--- src/rtl/core/tlcc_pkg.sv ---
// shared types and constants of the line crossing counter
package tlcc_pkg;

   localparam int TABLE_DEPTH_DEF = 32;
   localparam int MAX_RESULTS     = 32;
   localparam logic [15:0] AGE_DEF = 16'd50;

   localparam logic [1:0] MODE_REPORT = 2'd0;
   localparam logic [1:0] MODE_FRAME  = 2'd1;
   localparam logic [1:0] MODE_CLEAR  = 2'd2;

   typedef struct packed {
      logic [15:0]        id;
      logic signed [15:0] x;
      logic signed [15:0] y;
      logic               seen;
   } entry_type;

endpackage

--- src/rtl/core/tlcc_ifs.sv ---
// handshake channels for request and response words
interface tlcc_req_if;
   logic               valid;
   logic               ready;
   logic [1:0]         mode;
   logic [15:0]        target_id;
   logic [15:0]        track_age;
   logic signed [15:0] pos_x;
   logic signed [15:0] pos_y;
   modport source (output valid, mode, target_id, track_age, pos_x, pos_y, input ready);
   modport sink   (input valid, mode, target_id, track_age, pos_x, pos_y, output ready);
endinterface

interface tlcc_rsp_if;
   logic               valid;
   logic               ready;
   logic [15:0]        entry_id;
   logic               seen_now;
   logic signed [15:0] entry_x;
   logic signed [15:0] entry_y;
   logic [15:0]        right_total;
   logic [15:0]        left_total;
   logic               table_overflow;
   logic               last_in_frame;
   modport source (output valid, entry_id, seen_now, entry_x, entry_y, right_total,
                   left_total, table_overflow, last_in_frame, input ready);
   modport sink   (input valid, entry_id, seen_now, entry_x, entry_y, right_total,
                   left_total, table_overflow, last_in_frame, output ready);
endinterface

--- src/rtl/core/tracked_id_line_crossing_counter_unit.sv ---
// top level of the tracked id line crossing counter
// the table of tracked ids sits in a rotating register line of TABLE_DEPTH slots; one id
// compare and one position update act on the head slot, and a small sequencer turns the
// line once per counted report or end of frame. a counted report turns it over the entries
// held and then inserts the id if it was new; an end of frame turns it over them and waits
// while the response side stalls; a counter reset or an ignored report needs no turn. no
// new request word is taken while a turn is under way.
// end of frame sends one word per entry in table order, at most MAX_RESULTS of them,
// and drops unmarked entries on the same turn. counters saturate at all ones.
module tracked_id_line_crossing_counter_unit
   import tlcc_pkg::*;
#(
   parameter int TABLE_DEPTH = TABLE_DEPTH_DEF
) (
   input  logic        clock,
   input  logic        reset,
   tlcc_req_if.sink    req_chan,
   tlcc_rsp_if.source  rsp_chan,
   input  logic        csr_we,
   input  logic [15:0] csr_wdata
);

   localparam int CW = $clog2(TABLE_DEPTH + 1);
   localparam int IW = $clog2(TABLE_DEPTH);
   localparam int EW = $clog2(MAX_RESULTS + 1);

   localparam logic [1:0] ST_IDLE  = 2'd0;
   localparam logic [1:0] ST_SCAN  = 2'd1;
   localparam logic [1:0] ST_FRAME = 2'd2;

   // table line, no reset on payload
   entry_type tab_ff [TABLE_DEPTH];
   entry_type tab_in [TABLE_DEPTH];
   entry_type rot_src [TABLE_DEPTH];
   entry_type ins_src [TABLE_DEPTH];

   logic [1:0]         state_ff, state_in;
   logic [CW-1:0]      cnt_ff, cnt_in;
   logic [CW-1:0]      rem_ff, rem_in;
   logic [CW-1:0]      kept_ff, kept_in;
   logic [EW-1:0]      emit_ff, emit_in;
   logic               found_ff, found_in;
   logic [15:0]        id_ff, id_in;
   logic signed [15:0] x_ff, x_in;
   logic signed [15:0] y_ff, y_in;
   logic [15:0]        right_ff, right_in;
   logic [15:0]        left_ff, left_in;
   logic               ovf_ff, ovf_in;
   logic [15:0]        age_ff, age_in;

   // output register
   logic               ovalid_ff, ovalid_in;
   entry_type          oent_ff, oent_in;
   logic [15:0]        oright_ff, oright_in;
   logic [15:0]        oleft_ff, oleft_in;
   logic               oovf_ff, oovf_in;
   logic               olast_ff, olast_in;

   entry_type          head;
   entry_type          wrap_data;
   logic [CW-1:0]      total;
   logic [IW-1:0]      wrap;
   logic               keep;
   logic               step;
   logic               match;
   logic               out_free;

   // neighbour taps of each slot, for turning and for front insert
   genvar g;
   generate
      for (g = 0; g < TABLE_DEPTH; g++) begin : g_taps
         if (g < TABLE_DEPTH - 1) begin : g_r
            assign rot_src[g] = tab_ff[g + 1];
         end else begin : g_rl
            assign rot_src[g] = tab_ff[0];
         end
         if (g > 0) begin : g_i
            assign ins_src[g] = tab_ff[g - 1];
         end else begin : g_i0
            assign ins_src[g] = tab_ff[0];
         end
      end
   endgenerate

   assign head     = tab_ff[0];
   assign total    = rem_ff + kept_ff;
   assign wrap     = IW'(total - CW'(1));
   assign out_free = !ovalid_ff || rsp_chan.ready;
   assign match    = !found_ff && (head.id == id_ff);

   assign req_chan.ready = (state_ff == ST_IDLE);

   always_comb begin
      state_in  = state_ff;
      cnt_in    = cnt_ff;
      rem_in    = rem_ff;
      kept_in   = kept_ff;
      emit_in   = emit_ff;
      found_in  = found_ff;
      id_in     = id_ff;
      x_in      = x_ff;
      y_in      = y_ff;
      right_in  = right_ff;
      left_in   = left_ff;
      ovf_in    = ovf_ff;
      age_in    = csr_we ? csr_wdata : age_ff;
      ovalid_in = ovalid_ff && !rsp_chan.ready;
      oent_in   = oent_ff;
      oright_in = oright_ff;
      oleft_in  = oleft_ff;
      oovf_in   = oovf_ff;
      olast_in  = olast_ff;
      step      = 1'b0;
      keep      = 1'b1;
      wrap_data = head;
      for (int i = 0; i < TABLE_DEPTH; i++) tab_in[i] = tab_ff[i];

      unique case (state_ff)
         ST_IDLE: begin
            if (req_chan.valid) begin
               priority if (req_chan.mode == MODE_REPORT) begin
                  if (req_chan.track_age >= age_ff) begin
                     id_in    = req_chan.target_id;
                     x_in     = req_chan.pos_x;
                     y_in     = req_chan.pos_y;
                     rem_in   = cnt_ff;
                     kept_in  = '0;
                     found_in = 1'b0;
                     state_in = ST_SCAN;
                  end
               end else if (req_chan.mode == MODE_FRAME) begin
                  rem_in  = cnt_ff;
                  kept_in = '0;
                  if (int'(cnt_ff) < MAX_RESULTS) emit_in = EW'(cnt_ff);
                  else emit_in = EW'(MAX_RESULTS);
                  state_in = ST_FRAME;
               end else if (req_chan.mode == MODE_CLEAR) begin
                  right_in = '0;
                  left_in  = '0;
               end else begin
                  // unused mode, nothing to do
               end
            end
         end
         ST_SCAN: begin
            if (rem_ff != '0) begin
               // every entry stays in the line during a lookup
               step    = 1'b1;
               rem_in  = rem_ff - CW'(1);
               kept_in = kept_ff + CW'(1);
               if (match) begin
                  found_in  = 1'b1;
                  wrap_data = '{id: id_ff, x: x_ff, y: y_ff, seen: 1'b1};
                  if (x_ff < 0 && head.x >= 0) begin
                     if (right_ff != '1) right_in = right_ff + 16'd1;
                  end else if (x_ff >= 0 && head.x < 0) begin
                     if (left_ff != '1) left_in = left_ff + 16'd1;
                  end
               end
            end else begin
               // table back in order, insert a new id at front, or flag overflow when full
               if (!found_ff) begin
                  if (int'(cnt_ff) >= TABLE_DEPTH) begin
                     ovf_in = 1'b1;
                  end else begin
                     for (int i = 1; i < TABLE_DEPTH; i++) tab_in[i] = ins_src[i];
                     tab_in[0] = '{id: id_ff, x: x_ff, y: y_ff, seen: 1'b1};
                     cnt_in    = cnt_ff + CW'(1);
                  end
               end
               state_in = ST_IDLE;
            end
         end
         ST_FRAME: begin
            if (rem_ff != '0) begin
               if (emit_ff == '0 || out_free) begin
                  step   = 1'b1;
                  rem_in = rem_ff - CW'(1);
                  keep   = head.seen;
                  wrap_data.seen = 1'b0;
                  if (head.seen) kept_in = kept_ff + CW'(1);
                  if (emit_ff != '0) begin
                     emit_in   = emit_ff - EW'(1);
                     ovalid_in = 1'b1;
                     oent_in   = head;
                     oright_in = right_ff;
                     oleft_in  = left_ff;
                     oovf_in   = ovf_ff;
                     olast_in  = (emit_ff == EW'(1));
                  end
               end
            end else begin
               cnt_in   = kept_ff;
               ovf_in   = 1'b0;
               state_in = ST_IDLE;
            end
         end
         default: begin
            state_in = ST_IDLE;
         end
      endcase

      // one turn of the line: head goes to the wrap slot or drops out
      if (step) begin
         for (int i = 0; i < TABLE_DEPTH; i++) begin
            if (keep && IW'(i) == wrap) tab_in[i] = wrap_data;
            else if (IW'(i) <= wrap) tab_in[i] = rot_src[i];
         end
      end
   end

   always_ff @(posedge clock) begin
      if (reset) begin
         state_ff  <= ST_IDLE;
         cnt_ff    <= '0;
         rem_ff    <= '0;
         kept_ff   <= '0;
         emit_ff   <= '0;
         found_ff  <= 1'b0;
         right_ff  <= '0;
         left_ff   <= '0;
         ovf_ff    <= 1'b0;
         age_ff    <= AGE_DEF;
         ovalid_ff <= 1'b0;
      end else begin
         state_ff  <= state_in;
         cnt_ff    <= cnt_in;
         rem_ff    <= rem_in;
         kept_ff   <= kept_in;
         emit_ff   <= emit_in;
         found_ff  <= found_in;
         right_ff  <= right_in;
         left_ff   <= left_in;
         ovf_ff    <= ovf_in;
         age_ff    <= age_in;
         ovalid_ff <= ovalid_in;
      end
   end

   // marks live in the line too, but only slots below the count are ever read
   always_ff @(posedge clock) begin
      for (int i = 0; i < TABLE_DEPTH; i++) tab_ff[i] <= tab_in[i];
      id_ff     <= id_in;
      x_ff      <= x_in;
      y_ff      <= y_in;
      oent_ff   <= oent_in;
      oright_ff <= oright_in;
      oleft_ff  <= oleft_in;
      oovf_ff   <= oovf_in;
      olast_ff  <= olast_in;
   end

   assign rsp_chan.valid          = ovalid_ff;
   assign rsp_chan.entry_id       = oent_ff.id;
   assign rsp_chan.seen_now       = oent_ff.seen;
   assign rsp_chan.entry_x        = oent_ff.x;
   assign rsp_chan.entry_y        = oent_ff.y;
   assign rsp_chan.right_total    = oright_ff;
   assign rsp_chan.left_total     = oleft_ff;
   assign rsp_chan.table_overflow = oovf_ff;
   assign rsp_chan.last_in_frame  = olast_ff;

endmodule

--- src/flat_wrapper.sv ---
// flat-port wrapper written by rule: the top's interface ports become plain ports
module tracked_id_line_crossing_counter_unit_flat import tlcc_pkg::*;
#(
   parameter int TABLE_DEPTH = TABLE_DEPTH_DEF
)
  (clock, reset, csr_we, csr_wdata, req_chan_valid, req_chan_mode, req_chan_target_id, req_chan_track_age, req_chan_pos_x, req_chan_pos_y, req_chan_ready, rsp_chan_valid, rsp_chan_entry_id, rsp_chan_seen_now, rsp_chan_entry_x, rsp_chan_entry_y, rsp_chan_right_total, rsp_chan_left_total, rsp_chan_table_overflow, rsp_chan_last_in_frame, rsp_chan_ready);
  tlcc_req_if req_chan_i ();
  tlcc_rsp_if rsp_chan_i ();
  input  logic clock;
  input  logic reset;
  input  logic csr_we;
  input  logic [15:0] csr_wdata;
  input wire logic [$bits(req_chan_i.valid)-1:0] req_chan_valid;
  input wire logic [$bits(req_chan_i.mode)-1:0] req_chan_mode;
  input wire logic [$bits(req_chan_i.target_id)-1:0] req_chan_target_id;
  input wire logic [$bits(req_chan_i.track_age)-1:0] req_chan_track_age;
  input wire logic [$bits(req_chan_i.pos_x)-1:0] req_chan_pos_x;
  input wire logic [$bits(req_chan_i.pos_y)-1:0] req_chan_pos_y;
  output wire logic [$bits(req_chan_i.ready)-1:0] req_chan_ready;
  output wire logic [$bits(rsp_chan_i.valid)-1:0] rsp_chan_valid;
  output wire logic [$bits(rsp_chan_i.entry_id)-1:0] rsp_chan_entry_id;
  output wire logic [$bits(rsp_chan_i.seen_now)-1:0] rsp_chan_seen_now;
  output wire logic [$bits(rsp_chan_i.entry_x)-1:0] rsp_chan_entry_x;
  output wire logic [$bits(rsp_chan_i.entry_y)-1:0] rsp_chan_entry_y;
  output wire logic [$bits(rsp_chan_i.right_total)-1:0] rsp_chan_right_total;
  output wire logic [$bits(rsp_chan_i.left_total)-1:0] rsp_chan_left_total;
  output wire logic [$bits(rsp_chan_i.table_overflow)-1:0] rsp_chan_table_overflow;
  output wire logic [$bits(rsp_chan_i.last_in_frame)-1:0] rsp_chan_last_in_frame;
  input wire logic [$bits(rsp_chan_i.ready)-1:0] rsp_chan_ready;
  assign req_chan_i.valid = req_chan_valid;
  assign req_chan_i.mode = req_chan_mode;
  assign req_chan_i.target_id = req_chan_target_id;
  assign req_chan_i.track_age = req_chan_track_age;
  assign req_chan_i.pos_x = req_chan_pos_x;
  assign req_chan_i.pos_y = req_chan_pos_y;
  assign req_chan_ready = req_chan_i.ready;
  assign rsp_chan_valid = rsp_chan_i.valid;
  assign rsp_chan_entry_id = rsp_chan_i.entry_id;
  assign rsp_chan_seen_now = rsp_chan_i.seen_now;
  assign rsp_chan_entry_x = rsp_chan_i.entry_x;
  assign rsp_chan_entry_y = rsp_chan_i.entry_y;
  assign rsp_chan_right_total = rsp_chan_i.right_total;
  assign rsp_chan_left_total = rsp_chan_i.left_total;
  assign rsp_chan_table_overflow = rsp_chan_i.table_overflow;
  assign rsp_chan_last_in_frame = rsp_chan_i.last_in_frame;
  assign rsp_chan_i.ready = rsp_chan_ready;
  tracked_id_line_crossing_counter_unit #(.TABLE_DEPTH(TABLE_DEPTH)) u_core (.clock(clock), .reset(reset), .req_chan(req_chan_i), .rsp_chan(rsp_chan_i), .csr_we(csr_we), .csr_wdata(csr_wdata));
endmodule
--- config.mk ---
export PLATFORM = sky130hd
export DESIGN_NAME = tracked_id_line_crossing_counter_unit_flat
export DESIGN_NICKNAME = d
export VERILOG_FILES = /design/src/rtl/core/tlcc_pkg.sv /design/src/rtl/core/tlcc_ifs.sv /design/src/rtl/core/tracked_id_line_crossing_counter_unit.sv /design/src/flat_wrapper.sv
export SDC_FILE = /design/constraint.sdc
export NUM_CORES = 2
export LEC_CHECK = 0
export BUFFER_PORTS_ARGS = -buffer_cell sky130_fd_sc_hd__buf_2
export CAP_MARGIN = 25
export CORE_MARGIN = 5
export CORE_UTILIZATION = 39
export CTS_BUF_LIST = sky130_fd_sc_hd__clkbuf_16
export CTS_CLUSTER_SIZE = 30
export DETAILED_ROUTE_END_ITERATION = 7
export PLACE_DENSITY_LB_ADDON = 0.1
export SYNTH_ARGS = -nofsm -noshare
export SYNTH_HDL_FRONTEND = slang
export SYNTH_SLANG_ARGS = --single-unit
--- constraint.sdc ---
create_clock -name clock -period 6.1 [get_ports clock]
set_input_delay 0.915 -clock clock [delete_from_list [all_inputs] [get_ports clock]]
set_output_delay 0.915 -clock clock [all_outputs]
set_load 0.02 [all_outputs]
==> flow_summary.toml <==
[logic_synthesis]
async_flop_share = 0
synth_cell_types = 83
syn_inst = 9349
syn_nets = 9474
yosysWarnings = 0
ys_seq_area_frac = 0.451
ys_ff_latch = 1776
synth_edf_count = 131
synth.avg_cell_area_um2 = 8.75
yosys_most_used_dff = "dfxtp_1"
mappedNetlistArea_mm2 = 0.0818

[floorplanning]
num_rows = 168
io_pins = 172
initial_core_util = 0.391
die_w_um = 468
die_y_um = 468
core_area_mm2 = 0.209
die_area_mm2 = 0.219

[sta]
fmax_mhz = 205
tightest_slew_ns = 1.16
hold_viol = 0
grt_setup_unrepaired = "no"
setup_viol = 0
clock_skew_ns = 0.0282
slew_violations = 0
setup_tns_ns = 0
min_period_over_period = 0.799
period_needed_ns = 4.87
max_slew_margin = 0.229
worst_hold_slack_ns = 0.237

[placement]
hpwlAfterDp_mm = 229
place_area_mm2 = 0.0857
gp_congestion = 0.887
port_buffers = 171

[route]
firstDrtPassIters = 7
drt-vias-per-instance = 6.47
drt_iter0_markers = 8152
ant_nets = 0
routed_wl_mm = 352
vias = 77872
wire_per_inst_um = 29.2
drc = 0

[worst_setup_path]
worst-path-max-fanout = 31
critPathKind = "register to register"
crit_family = "simple AND/OR/NAND/NOR gates"
cp_data_arrival_time_ns = 5.65
cp.required_ns = 6.88
endpoint_kind = "register"
crit_slowest_cell = "or4_4"
timing.rr.start = "u_core.kept_ff[3]"
crit_start = "u_core.kept_ff[3]"
path_cells = "inv_1 > ha_1 > inv_1 > ha_1 > a21oi_1 > a21oi_2 > or4_4 > or3_1 > nor2_4 > buf_4 > a221o_1"
crit_buf_inv = 3
cp-start-kind = "register"
critical-path-max-stage-delay_ns = 0.85

[clock_tree]
post_cts_buffers = 0
insertion_delay_ns = 0.86
holdBufCountCts = 0
cts_htree_levels = 4
cts_buffers = 195
max-clock-path-buffers = 3
tritoncts = "done"
clkTransAtPathRegs_ns = 0.06
cts-resized-gates = 0
cts.sinks = 1776
root_buffer = "clkbuf_16"

[global_routing]
grt_overflow_total = 0
grt_use_total = 0.306
grt_max_degree = 184
grt_pass1_wl_mm = 511
first_global_vias = 77247
antenna_found_initial = 16

[power]
leakagePower_nw = 37.8
ir_drop_mv = 0.357
p_total_mw = 50.5
powerDensity_mw_per_mm2 = 549

[finish]
final_core_utilization = 0.439
drive_gt1_frac = 0.109
area_growth_pct = 12.4
design_area_mm2 = 0.0919
fin_nets = 9192

[worst_hold_path]
hp-start = "req_chan_pos_y[12]"
hp-class = "input port to register"

[run]
drv_cap = 0

[status]
status = "finished clean"
[cell usage in the layout (no fill, tap or decap), drive strengths merged, types with 16 or more instances in the layout]
cell type     n
o211ai       29
a221oi      301
a22oi        16
nand3        97
clkbuf      198
nor3        126
buf         453
or3          25
nor2        332
a31oi        55
and2         90
o21ai       113
and3         39
dfxtp      1645
nor4         18
mux2        123
mux2i       477
o221a        19
a211oi       45
o221ai       68
a221o       910
o2bb2ai      17
a21oi      1157
clkinv       89
ha           37
nand2      2119
o22ai       144
a22o         16
a21boi       16
a21o         17
edfxtp      131
nand4        20
inv         117
[flip-flops by register name, summed over array words and instances (netlist names), 2 cells and up]
signal and count:
u_core.rsp_chan.left_total 16, u_core.age_ff 16, u_core.rsp_chan.right_total 16, u_core.left_ff 16, u_core.id_ff 16, u_core.rsp_chan.entry_x 16, u_core.rsp_chan.entry_id 16, u_core.rsp_chan.entry_y 16
u_core.x_ff 16, u_core.kept_ff 6, u_core.y_ff 16, u_core.emit_ff 6, u_core.rem_ff 6, u_core.state_ff 2, u_core.cnt_ff 6, u_core.right_ff 16
u_core.tab_ff 1568
[cell families after synthesis]
kind of cell | Yosys count | share of synthesized area
xor gates and xnor gates | 20 | 0.00231
DFF | 1776 | 0.451
muxes | 600 | 0.0753
adders and majority gates | 38 | 0.00591
buffers and inverters | 1002 | 0.0488
AOI/OAI and AO/OA | 2998 | 0.270
and+or+nand+nor | 2915 | 0.147
[metrics by stage]
step	std cells	worst slack, ns
5_1_grt	12030	1.07
6_report	12032	1.23
3_3_place_gp	11650	1.19
4_1_cts	12017	1.31
3_5_place_dp	11664	1.32
2_1_floorplan	9349	1.65
[cell usage after synthesis, drive strengths merged (113+ instances only)]
master	number	area, um^2
a221oi	301	2640
nor2	332	1260
mux2i	477	4770
clkbuf	702	2640
o22ai	144	901
mux2	123	1390
a21oi	1157	5810
buf	231	1090
a221o	910	9110
dfxtp	1645	32900
nand2	2119	7960
nor3	126	682
edfxtp	131	3930
o21ai	113	577
[area by class of cell]
type | instances | area (um^2)
diodes | 4 | 10.0
clock buffers | 197 | 4930
clock inverters | 156 | 1080
fillers | 20627 | 117000
inverters | 69 | 259
multi-input cells | 6571 | 41800
flip-flops and latches | 1776 | 36900
well taps | 2805 | 3510
repair buffers | 454 | 3440
[layer usage]
layer  vias up  share of wire  global-route usage
met2      3421           0.48               0.518
li1      34186              -                   -
met5         -              0                   0
met1     39414           0.40               0.379
met3       851          0.061              0.0398
met4         0          0.058               0.163
[final timing paths]
path	endpoint	depth (start not counted)	slack (ns)
setup / recovery	u_core.tab_ff[30][30]	11	1.23
hold / removal	u_core.y_ff[12]	1	0.24
setup reg to reg	u_core.tab_ff[30][30]	11	1.23
hold reg to reg	u_core.rsp_chan.table_overflow	0	0.45
[power breakdown]
group	switching [mW]	total [mW]	leakage, nW	internal (mW)
logic	8.86	16.1	19.7	7.28
registers	5.43	22.7	15.0	17.3
clock network	5.14	11.6	3.13	6.44
total	19.4	50.5	37.8	31.0
Note: power is estimated with default switching activity, not from simulation.
